`src/hw/rtl/msvpr_pkg.sv`:
```
`timescale 1ns / 1ps

package msvpr_pkg;

	// Operand widths fixed by the interface fields
	localparam int unsigned MEAS_W  = 16;
	localparam int unsigned INTEG_W = 26;
	localparam int unsigned TERM_W  = 27;
	localparam int unsigned DUTY_W  = 16;
	localparam int unsigned CFG_W   = 16;
	localparam int unsigned IDX_W   = 3;

	localparam int unsigned IN_DATA_W  = 88;
	localparam int unsigned OUT_DATA_W = 24;

	localparam logic [INTEG_W-1:0] INTEGRAL_CAP = '1;
	localparam logic [DUTY_W-1:0]  DUTY_SAT     = '1;

	// Loop gains and fixed step sizes
	localparam logic signed [TERM_W-1:0] GAIN_I          = 27'sd2;
	localparam logic signed [TERM_W-1:0] GAIN_P          = 27'sd5;
	localparam logic signed [TERM_W-1:0] IOUT_MIN_FACTOR = 27'sd5;
	localparam logic signed [TERM_W-1:0] VIN_FACTOR      = 27'sd2;
	localparam logic signed [TERM_W-1:0] TRACK_SCALE     = 27'sd1000;
	localparam logic signed [TERM_W-1:0] FREE_RUN_STEP   = 27'sd1000000;

	typedef enum logic [2:0] {
		LIMIT_OFF      = 3'd0,
		LIMIT_VOUT_MAX = 3'd1,
		LIMIT_IOUT_MAX = 3'd2,
		LIMIT_IOUT_MIN = 3'd3,
		LIMIT_VIN_MIN  = 3'd4,
		LIMIT_VIN_MAX  = 3'd5
	} limit_t;

	typedef enum logic [IDX_W-1:0] {
		REG_MPPT_MODE = 3'd0,
		REG_VOUT_MAX  = 3'd1,
		REG_IOUT_MAX  = 3'd2,
		REG_IOUT_MIN  = 3'd3,
		REG_VIN_MIN   = 3'd4,
		REG_VIN_MAX   = 3'd5,
		REG_DUTY_MAX  = 3'd6,
		REG_VIN_LOST  = 3'd7
	} reg_idx_t;

	typedef enum logic {
		ACT_START = 1'b0,
		ACT_STEP  = 1'b1
	} action_t;

	function automatic logic signed [TERM_W-1:0] ext_u16(input logic [MEAS_W-1:0] v);
		return $signed({{(TERM_W-MEAS_W){1'b0}}, v});
	endfunction

	function automatic logic signed [TERM_W-1:0] ext_s16(input logic signed [MEAS_W-1:0] v);
		return $signed({{(TERM_W-MEAS_W){v[MEAS_W-1]}}, v});
	endfunction

endpackage

```
`src/hw/rtl/min_select_velocity_pi_regulator_core.sv`:
```
`timescale 1ns / 1ps

// Min-select velocity PI duty regulator, one request per control tick.
//
// Input stream (s_*): s_tuser is the action (0 start, 1 step), s_tdata holds the
// measurements and tracker step. A start loads the duty integral from start_duty,
// records vout/iout and clears the active limit. A step takes the minimum of a
// baseline increment and five limit terms, holds the winning limit for HOLD_STEPS
// steps, adds the minimum to the integral and clamps it to 0 .. duty_max scaled.
// Output stream (m_*): duty (integral / INTEGRAL_SCALE), active limit, input-lost.
// Configuration: cfg_we writes cfg_data into register cfg_index; write only idle.
//
// Pipeline: a request reaches m_tvalid through three registers (input
// register, update stage with the min select and clamp, output stage with the
// divide by the scale done as a reciprocal multiply). Throughput: one request
// per cycle while m_tready is high; the state is written as a request leaves the
// input register, so each request sees the previous one.
// When m_tready is low the pipeline fills and then holds; s_tready drops only
// once all three stages are full, and no result is lost or repeated.
// Reset clears the config registers to their defaults, the integral, the saved
// measurements, the limit hold and all valid flags; no clearing pass is needed.
module min_select_velocity_pi_regulator_core #(
	parameter int unsigned HOLD_STEPS     = 100,
	parameter int unsigned INTEGRAL_SCALE = 1000
) (
	input  logic                                clk,
	input  logic                                arst_n,
	// request channel
	input  logic                                s_tvalid,
	output logic                                s_tready,
	// [15:0] start_duty, [31:16] vin_mv, [47:32] vout_mv, [63:48] iout_ma,
	// [64] track_tick, [80:65] track_delta, [87:81] zero
	input  logic [msvpr_pkg::IN_DATA_W-1:0]     s_tdata,
	// [0] action
	input  logic                                s_tuser,
	// result channel
	output logic                                m_tvalid,
	input  logic                                m_tready,
	// [15:0] duty, [18:16] active_limit, [19] input_lost, [23:20] zero
	output logic [msvpr_pkg::OUT_DATA_W-1:0]    m_tdata,
	// configuration
	input  logic                                cfg_we,
	input  logic [msvpr_pkg::IDX_W-1:0]         cfg_index,
	input  logic [msvpr_pkg::CFG_W-1:0]         cfg_data
);

	localparam int unsigned HOLD_W    = $clog2(HOLD_STEPS + 1);
	// Reciprocal for the output divide: exact for every integral value
	localparam int unsigned DIV_SHIFT = msvpr_pkg::INTEG_W + $clog2(INTEGRAL_SCALE);
	localparam longint unsigned DIV_MULT =
		((64'd1 << DIV_SHIFT) + 64'(INTEGRAL_SCALE) - 64'd1) / 64'(INTEGRAL_SCALE);
	localparam int unsigned MULT_W    = msvpr_pkg::INTEG_W + 1;
	localparam int unsigned PROD_W    = msvpr_pkg::INTEG_W + MULT_W;

	localparam int unsigned MW = msvpr_pkg::MEAS_W;
	localparam int unsigned TW = msvpr_pkg::TERM_W;
	localparam int unsigned IW = msvpr_pkg::INTEG_W;

	// ------------------------------------------------------------------
	// Configuration registers
	// ------------------------------------------------------------------
	logic                 mppt_mode_q;
	logic [MW-1:0]        vout_max_q;
	logic [14:0]          iout_max_q;
	logic signed [MW-1:0] iout_min_q;
	logic [MW-1:0]        vin_min_q;
	logic [MW-1:0]        vin_max_q;
	logic [MW-1:0]        duty_max_q;
	logic [MW-1:0]        vin_lost_q;

	always_ff @(posedge clk or negedge arst_n) begin
		if (!arst_n) begin
			mppt_mode_q <= 1'b0;
			vout_max_q  <= '0;
			iout_max_q  <= '0;
			iout_min_q  <= 16'sh8000;
			vin_min_q   <= '0;
			vin_max_q   <= '1;
			duty_max_q  <= '0;
			vin_lost_q  <= '0;
		end else if (cfg_we) begin
			unique case (msvpr_pkg::reg_idx_t'(cfg_index))
				msvpr_pkg::REG_MPPT_MODE: mppt_mode_q <= cfg_data[0];
				msvpr_pkg::REG_VOUT_MAX:  vout_max_q  <= cfg_data;
				msvpr_pkg::REG_IOUT_MAX:  iout_max_q  <= cfg_data[14:0];
				msvpr_pkg::REG_IOUT_MIN:  iout_min_q  <= $signed(cfg_data);
				msvpr_pkg::REG_VIN_MIN:   vin_min_q   <= cfg_data;
				msvpr_pkg::REG_VIN_MAX:   vin_max_q   <= cfg_data;
				msvpr_pkg::REG_DUTY_MAX:  duty_max_q  <= cfg_data;
				msvpr_pkg::REG_VIN_LOST:  vin_lost_q  <= cfg_data;
				default: ;
			endcase
		end
	end

	// ------------------------------------------------------------------
	// Pipeline handshake: each stage advances when the next one frees up
	// ------------------------------------------------------------------
	logic v1_q, v2_q, v3_q;
	logic load2, load3;

	assign load3    = v2_q && (!v3_q || m_tready);
	assign load2    = v1_q && (!v2_q || load3);
	assign s_tready = !v1_q || load2;
	assign m_tvalid = v3_q;

	always_ff @(posedge clk or negedge arst_n) begin
		if (!arst_n) begin
			v1_q <= 1'b0;
			v2_q <= 1'b0;
			v3_q <= 1'b0;
		end else begin
			if (s_tready) v1_q <= s_tvalid;
			if (!v2_q || load3) v2_q <= v1_q;
			if (!v3_q || m_tready) v3_q <= v2_q;
		end
	end

	// ------------------------------------------------------------------
	// Stage 1: input register
	// ------------------------------------------------------------------
	logic                 action_s1;
	logic [MW-1:0]        start_duty_s1;
	logic [MW-1:0]        vin_s1;
	logic [MW-1:0]        vout_s1;
	logic signed [MW-1:0] iout_s1;
	logic                 tick_s1;
	logic signed [MW-1:0] delta_s1;

	always_ff @(posedge clk) begin
		if (s_tvalid && s_tready) begin
			action_s1     <= s_tuser;
			start_duty_s1 <= s_tdata[15:0];
			vin_s1        <= s_tdata[31:16];
			vout_s1       <= s_tdata[47:32];
			iout_s1       <= $signed(s_tdata[63:48]);
			tick_s1       <= s_tdata[64];
			delta_s1      <= $signed(s_tdata[80:65]);
		end
	end

	// ------------------------------------------------------------------
	// Regulator state
	// ------------------------------------------------------------------
	logic [IW-1:0]               integral_q;
	logic [MW-1:0]               prev_vout_q;
	logic signed [MW-1:0]        prev_iout_q;
	msvpr_pkg::limit_t           limit_q;
	logic [HOLD_W-1:0]           hold_q;

	// Update-stage combinational signals
	logic [31:0]                 cap_full;
	logic [IW-1:0]               cap;
	logic [31:0]                 start_full;
	logic [IW-1:0]               start_integ;
	logic signed [TW-1:0]        baseline;
	logic signed [TW-1:0]        t_vout, t_iout, t_imin, t_vmin, t_vmax;
	logic signed [TW-1:0]        d_imin, d_vmin, d_vmax;
	logic signed [TW-1:0]        best;
	logic signed [TW:0]          sum;
	logic [IW-1:0]               step_integ;
	logic [HOLD_W-1:0]           hold_dec;
	logic [HOLD_W-1:0]           hold_nxt;
	msvpr_pkg::limit_t           limit_nxt;
	logic [IW-1:0]               integ_nxt;
	msvpr_pkg::limit_t           out_limit;
	logic                        lost;

	// Scaled duty_max (the clamp bound) and scaled start duty saturate at the cap
	assign cap_full    = 32'(duty_max_q) * 32'(INTEGRAL_SCALE);
	assign cap         = (cap_full > 32'(msvpr_pkg::INTEGRAL_CAP)) ?
		msvpr_pkg::INTEGRAL_CAP : cap_full[IW-1:0];
	assign start_full  = 32'(start_duty_s1) * 32'(INTEGRAL_SCALE);
	assign start_integ = (start_full > 32'(msvpr_pkg::INTEGRAL_CAP)) ?
		msvpr_pkg::INTEGRAL_CAP : start_full[IW-1:0];

	assign lost = (vin_s1 < vin_lost_q);

	// Velocity PI terms for the two ceilings, scaled integral terms otherwise
	assign t_vout = msvpr_pkg::GAIN_I *
			(msvpr_pkg::ext_u16(vout_max_q) - msvpr_pkg::ext_u16(vout_s1))
		- msvpr_pkg::GAIN_P *
			(msvpr_pkg::ext_u16(vout_s1) - msvpr_pkg::ext_u16(prev_vout_q));
	assign t_iout = msvpr_pkg::GAIN_I *
			(msvpr_pkg::ext_u16({1'b0, iout_max_q}) - msvpr_pkg::ext_s16(iout_s1))
		- msvpr_pkg::GAIN_P *
			(msvpr_pkg::ext_s16(iout_s1) - msvpr_pkg::ext_s16(prev_iout_q));

	assign d_imin = msvpr_pkg::ext_s16(iout_s1) - msvpr_pkg::ext_s16(iout_min_q);
	assign d_vmin = msvpr_pkg::ext_u16(vin_s1) - msvpr_pkg::ext_u16(vin_min_q);
	assign d_vmax = msvpr_pkg::ext_u16(vin_max_q) - msvpr_pkg::ext_u16(vin_s1);
	assign t_imin = msvpr_pkg::GAIN_I * d_imin * msvpr_pkg::IOUT_MIN_FACTOR;
	assign t_vmin = msvpr_pkg::GAIN_I * d_vmin * msvpr_pkg::VIN_FACTOR;
	assign t_vmax = msvpr_pkg::GAIN_I * d_vmax * msvpr_pkg::VIN_FACTOR;

	always_comb begin
		if (!mppt_mode_q) begin
			baseline = msvpr_pkg::FREE_RUN_STEP;
		end else if (tick_s1) begin
			baseline = msvpr_pkg::ext_s16(delta_s1) * msvpr_pkg::TRACK_SCALE;
		end else begin
			baseline = '0;
		end
	end

	// Ordered min select: a term wins only when strictly smaller
	always_comb begin
		hold_dec  = (hold_q != '0) ? hold_q - HOLD_W'(1) : hold_q;
		limit_nxt = (hold_dec == '0) ? msvpr_pkg::LIMIT_OFF : limit_q;
		hold_nxt  = hold_dec;
		best      = baseline;

		if (t_vout < best) begin
			best = t_vout;
			if (!mppt_mode_q || t_vout[TW-1] || t_vout == '0) begin
				limit_nxt = msvpr_pkg::LIMIT_VOUT_MAX;
				hold_nxt  = HOLD_W'(HOLD_STEPS);
			end
		end
		if (t_iout < best) begin
			best = t_iout;
			if (!mppt_mode_q || t_iout[TW-1] || t_iout == '0) begin
				limit_nxt = msvpr_pkg::LIMIT_IOUT_MAX;
				hold_nxt  = HOLD_W'(HOLD_STEPS);
			end
		end
		if (d_imin[TW-1] && t_imin < best) begin
			best      = t_imin;
			limit_nxt = msvpr_pkg::LIMIT_IOUT_MIN;
			hold_nxt  = HOLD_W'(HOLD_STEPS);
		end
		if (d_vmin[TW-1] && t_vmin < best) begin
			best      = t_vmin;
			limit_nxt = msvpr_pkg::LIMIT_VIN_MIN;
			hold_nxt  = HOLD_W'(HOLD_STEPS);
		end
		if (d_vmax[TW-1] && t_vmax < best) begin
			best      = t_vmax;
			limit_nxt = msvpr_pkg::LIMIT_VIN_MAX;
			hold_nxt  = HOLD_W'(HOLD_STEPS);
		end
	end

	// Integrate and clamp to 0 .. cap
	assign sum = $signed({2'b00, integral_q}) + $signed({best[TW-1], best});

	always_comb begin
		if (sum[TW]) begin
			step_integ = '0;
		end else if (sum > $signed({2'b00, cap})) begin
			step_integ = cap;
		end else begin
			step_integ = sum[IW-1:0];
		end
	end

	assign integ_nxt = (action_s1 == msvpr_pkg::ACT_START) ? start_integ : step_integ;
	assign out_limit = (action_s1 == msvpr_pkg::ACT_START) ? msvpr_pkg::LIMIT_OFF :
		limit_nxt;

	always_ff @(posedge clk or negedge arst_n) begin
		if (!arst_n) begin
			integral_q  <= '0;
			prev_vout_q <= '0;
			prev_iout_q <= '0;
			limit_q     <= msvpr_pkg::LIMIT_OFF;
			hold_q      <= '0;
		end else if (load2) begin
			integral_q  <= integ_nxt;
			prev_vout_q <= vout_s1;
			prev_iout_q <= iout_s1;
			limit_q     <= out_limit;
			// a start leaves the hold counter alone
			if (action_s1 == msvpr_pkg::ACT_STEP) hold_q <= hold_nxt;
		end
	end

	// ------------------------------------------------------------------
	// Stage 2: updated integral and flags
	// ------------------------------------------------------------------
	logic [IW-1:0]     integral_s2;
	msvpr_pkg::limit_t limit_s2;
	logic              lost_s2;

	always_ff @(posedge clk) begin
		if (load2) begin
			integral_s2 <= integ_nxt;
			limit_s2    <= out_limit;
			lost_s2     <= lost;
		end
	end

	// ------------------------------------------------------------------
	// Stage 3: divide by the scale through a reciprocal multiply, saturate
	// ------------------------------------------------------------------
	logic [PROD_W-1:0] div_prod;
	logic [PROD_W-1:0] quo;
	logic [msvpr_pkg::DUTY_W-1:0] duty;

	assign div_prod = PROD_W'(integral_s2) * PROD_W'(MULT_W'(DIV_MULT));
	assign quo      = div_prod >> DIV_SHIFT;
	assign duty     = (quo > PROD_W'(msvpr_pkg::DUTY_SAT)) ? msvpr_pkg::DUTY_SAT :
		quo[msvpr_pkg::DUTY_W-1:0];

	always_ff @(posedge clk) begin
		if (load3) begin
			m_tdata <= {4'b0000, lost_s2, limit_s2, duty};
		end
	end

`ifndef ASSERT_OFF
	// A latched limit always has hold time left
	a_limit_needs_hold: assert property (@(posedge clk) disable iff (!arst_n)
		(limit_q != msvpr_pkg::LIMIT_OFF) |-> (hold_q != '0))
		else $error("active limit with expired hold counter");

	// A request taken in moves into the input register
	a_accept_fills_s1: assert property (@(posedge clk) disable iff (!arst_n)
		(s_tvalid && s_tready) |=> v1_q)
		else $error("accepted request lost at input register");

	// A blocked update stage keeps its integral
	a_s2_holds: assert property (@(posedge clk) disable iff (!arst_n)
		(v2_q && !load3) |=> (v2_q && $stable(integral_s2)))
		else $error("stalled update stage changed");

	// A loaded output is presented on the next cycle
	a_load_shows: assert property (@(posedge clk) disable iff (!arst_n)
		load3 |=> m_tvalid)
		else $error("result loaded but not presented");
`endif

endmodule
```
`config.mk`:
```
export PLATFORM = sky130hd
export DESIGN_NAME = min_select_velocity_pi_regulator_core
export DESIGN_NICKNAME = d
export VERILOG_FILES = /design/src/hw/rtl/msvpr_pkg.sv /design/src/hw/rtl/min_select_velocity_pi_regulator_core.sv
export SDC_FILE = /design/constraint.sdc
export NUM_CORES = 2
export LEC_CHECK = 0
export BUFFER_PORTS_ARGS = -buffer_cell sky130_fd_sc_hd__buf_4
export CORE_UTILIZATION = 60
export DETAILED_ROUTE_END_ITERATION = 8
export PLACE_DENSITY = 0.77
export REMOVE_ABC_BUFFERS = 1
export SYNTH_ARGS = -nofsm -noshare
export SYNTH_HDL_FRONTEND = slang
export SYNTH_SLANG_ARGS = --single-unit
```
`constraint.sdc`:
```
create_clock -name clk -period 30.6 [get_ports clk]
set_input_delay 3.06 -clock clk [delete_from_list [all_inputs] [get_ports clk]]
set_output_delay 3.06 -clock clk [all_outputs]
set_load 0.02 [all_outputs]
```
==> load_flow_metrics.sql <==
INSERT INTO impl_metrics (metric_group, metric, value, unit) VALUES
('setup_path', 'worst_ep_arrival_time', '28530', 'ps'),
('sta', 'final_critical_path_setup_slack', '2330', 'ps'),
('sta', 'fin_worst_skew', '29.4', 'ps'),
('yosys', 'synth_top_area_share', '24.2', '%'),
('finish', 'area_growth_syn_to_layout', '7.63', '%'),
('detailed_routing', 'drt-initial-drc-count', '2042', ''),
('yosys', 'leading_post_synthesis_cells_by_cell_area', 'sky130_fd_sc_hd__ha_1, sky130_fd_sc_hd__fa_1, sky130_fd_sc_hd__dfrtp_1', ''),
('sta', 'finalHoldViolations', '0', ''),
('yosys', 'synth.distinct_cells', '94', ''),
('clock_network', 'clk_pin_slew_worst_paths', '70', 'ps'),
('finish', 'antenna_cells_inserted', '0', ''),
('floorplan', 'pin_count', '139', ''),
('yosys', 'synth_flop_cell', 'sky130_fd_sc_hd__dfrtp_1', ''),
('clock_network', 'cts_buffer_depth', '3', ''),
('detailed_routing', 'avgViaCountPerCell', '5.67', ''),
('setup_path', 'cp.required', '30860', 'ps'),
('finish', 'utilization', '65.7', '%'),
('yosys', 'synth_cells', '4686', ''),
('min_path', 'timing.hold.worst.start', 'prev_iout_q[0]', ''),
('yosys', 'synth.cell_area', '44900', 'sq um'),
('global_route', 'antenna_found_initial', '3', ''),
('global_route', 'grt_usage', '28.1', '%'),
('detailed_routing', 'totalWireLength', '104000', 'microns'),
('detailed_routing', 'dr_total_vias', '32900', ''),
('floorplan', 'chipWidth', '276', 'microns'),
('min_path', 'whs_endpoint', 'prev_iout_q[0]', ''),
('setup_path', 'criticalPathCategory', 'reg2reg', ''),
('sta', 'slew_viol_final', '0', ''),
('yosys', 'synth_top_cell_by_area', 'sky130_fd_sc_hd__ha_1', ''),
('status', 'outcome', 'finished clean', ''),
('min_path', 'min-delay-path-class', 'reg2reg', ''),
('yosys', 'seq_total_area_yosys', '19.1', '%'),
('floorplan', 'die_height', '276', 'microns'),
('clock_network', 'holdBufCountCts', '0', ''),
('detailed_routing', 'routed_wire_length_per_instance', '17.9', 'microns'),
('floorplan', 'num_rows', '99', ''),
('detailed_routing', 'detail_route.drc_violations', '0', ''),
('yosys', 'synth_seq_cells', '315', ''),
('setup_path', 'critPathMaxStageDelay', '590', 'ps'),
('floorplan', 'die_area', '76000', 'sq um'),
('place', 'post-dp-hpwl', '86700', 'microns'),
('yosys', 'syn_avg_cell_area', '9.59', 'sq um'),
('global_route', 'globalRoute.totalOverflow', '0', ''),
('place', 'place.gp.congestion', '0.944', ''),
('setup_path', 'cp_max_fo', '23', ''),
('finish', 'nets', '6209', ''),
('clock_network', 'clock_insertion_delay_worst_skew', '590', 'ps'),
('setup_path', 'timing.critical_path.slowest_stage_cell', 'sky130_fd_sc_hd__a311oi_1', ''),
('global_route', 'grt_first_pass_wirelength', '169000', 'microns'),
('finish', 'drive_gt1_share', '8.10', '%'),
('global_route', 'grt_start_max_net_pins', '75', ''),
('yosys', 'postSynth.asyncResetShare', '58.1', '%'),
('clock_network', 'clock_sink_total', '315', ''),
('yosys', 'synthesis.yosys.warnings', '0', ''),
('setup_path', 'setup.reg_to_reg.worst_slack', '2330', 'ps'),
('floorplan', 'core-area', '73600', 'sq um'),
('global_route', 'grt_pass1_vias', '33000', ''),
('yosys', 'synthMostInstantiatedCell', 'sky130_fd_sc_hd__inv_1', ''),
('detailed_routing', 'drtAntennaViolNets', '0', ''),
('place', 'placement_cell_area', '47000', 'sq um'),
('sta', 'grt_setup_unrepaired', 'false', ''),
('setup_path', 'endpoint_kind', 'flop', ''),
('finish', 'stdcell_area', '48400', 'sq um'),
('yosys', 'synth_enable_flop_cells', '132', ''),
('sta', 'final_period_minus_worst_setup_slack', '28270', 'ps'),
('floorplan', 'floorplan.initialDensity', '61.1', '%'),
('place', 'io_buffers', '127', ''),
('finish', 'largest_registers', 'integral_q (26), integral_s2 (26), m_tdata (20)', ''),
('clock_network', 'cts_made_buffers', '40', ''),
('setup_path', 'rr_endpoint', 'integral_s2[4]', ''),
('clock_network', 'cts_max_level', '2', '');
[per-stage QoR]
stage | cells | hold WS (ps)
after floorplan | 4619 | 400
after global placement | 5722 | 471
after detailed placement | 5722 | 483
after CTS | 5796 | 498
after global routing | 5800 | 513
final | 5800 | 495
[logic make-up after synthesis]
kind of cell / Yosys count / share of synthesized area [%]
adder cells (fa/ha/maj): 1289 / 42.9
buffers and inverters: 986 / 8.32
AO/OA/AOI/OAI: 895 / 12.6
AND/OR/NAND/NOR: 841 / 9.33
flip-flops: 315 / 19.1
XOR/XNOR: 211 / 4.13
multiplexers: 148 / 3.67
other: 1 / 0.00835
[cells in the final DEF (no fill, tap or decap), types with 20 or more instances in the layout]
cell and n:
sky130_fd_sc_hd__xnor2_1 141, sky130_fd_sc_hd__a211oi_1 20, sky130_fd_sc_hd__nand2_1 223, sky130_fd_sc_hd__mux2i_1 39, sky130_fd_sc_hd__mux2_2 104, sky130_fd_sc_hd__nor3_1 51
sky130_fd_sc_hd__dfrtp_1 166, sky130_fd_sc_hd__o21ai_0 234, sky130_fd_sc_hd__a21o_1 140, sky130_fd_sc_hd__ha_1 868, sky130_fd_sc_hd__nand4_1 37, sky130_fd_sc_hd__buf_4 146
sky130_fd_sc_hd__a21oi_1 224, sky130_fd_sc_hd__nand3_1 52, sky130_fd_sc_hd__and3_1 23, sky130_fd_sc_hd__nor2_1 209, sky130_fd_sc_hd__edfxtp_1 132, sky130_fd_sc_hd__nor2b_1 53
sky130_fd_sc_hd__clkbuf_16 42, sky130_fd_sc_hd__o21a_1 37, sky130_fd_sc_hd__inv_1 914, sky130_fd_sc_hd__a21boi_0 30, sky130_fd_sc_hd__xor2_1 69, sky130_fd_sc_hd__o21bai_1 33
sky130_fd_sc_hd__fa_1 419, sky130_fd_sc_hd__nand2b_1 80, sky130_fd_sc_hd__and2_1 22, sky130_fd_sc_hd__o21ai_1 34
[worst max-delay path by stage]
stage               start         endpoint  slack, ps  cells past startpoint
3_5_place_dp   vout_s1[1]  integral_s2[10]       1340                    125
6_report       vout_s1[1]   integral_s2[4]       2330                    126
5_1_grt        vout_s1[1]   integral_s2[4]        150                    126
4_1_cts        vout_s1[1]   integral_s2[4]       1150                    125
2_1_floorplan  vout_s1[1]    integral_q[0]       1950                    126
3_3_place_gp   vout_s1[1]  integral_s2[10]       1780                    126
[what timing repair did]
item                                    in CTS  in global routing
gates resized for setup                      0                  3
setup buffers                                0                  3
endpoints found under the setup margin       0                 52
[metal layers]
| metal | share of wire (%) | vias up | GRT usage, % |
|---|---|---|---|
| met1 | 45 | 15900 | 38.6 |
| met4 | 3.1 | 2 | 8.77 |
| met3 | 4.9 | 168 | 2.92 |
| met2 | 47 | 723 | 46.5 |
| li1 | - | 16100 | - |
| met5 | 0.014 | - | 0 |
[area by class of cell]
| cell class | count | area (sq um) |
|---|---|---|
| fillers | 5867 | 25200 |
| clock inverters | 24 | 273 |
| repair buffers | 147 | 1110 |
| inverters | 916 | 3440 |
| flip-flops and latches | 315 | 8560 |
| multi-input cells | 3389 | 32700 |
| clock buffers | 50 | 1080 |
| well taps | 959 | 1200 |
[worst max-delay path: cells and delay by family (launching register included)]
kind / cells / cell delay [ps]
AO/OA/AOI/OAI: 68 / 15140
flip-flops: 1 / 460
AND/OR/NAND/NOR: 30 / 4820
XOR/XNOR: 2 / 490
multiplexers: 2 / 630
buffers and inverters: 11 / 2020
adder cells (fa/ha/maj): 13 / 4300
Power is not shown: default switching activity piles up to over one toggle a cycle in this logic, so the estimate is an artifact.
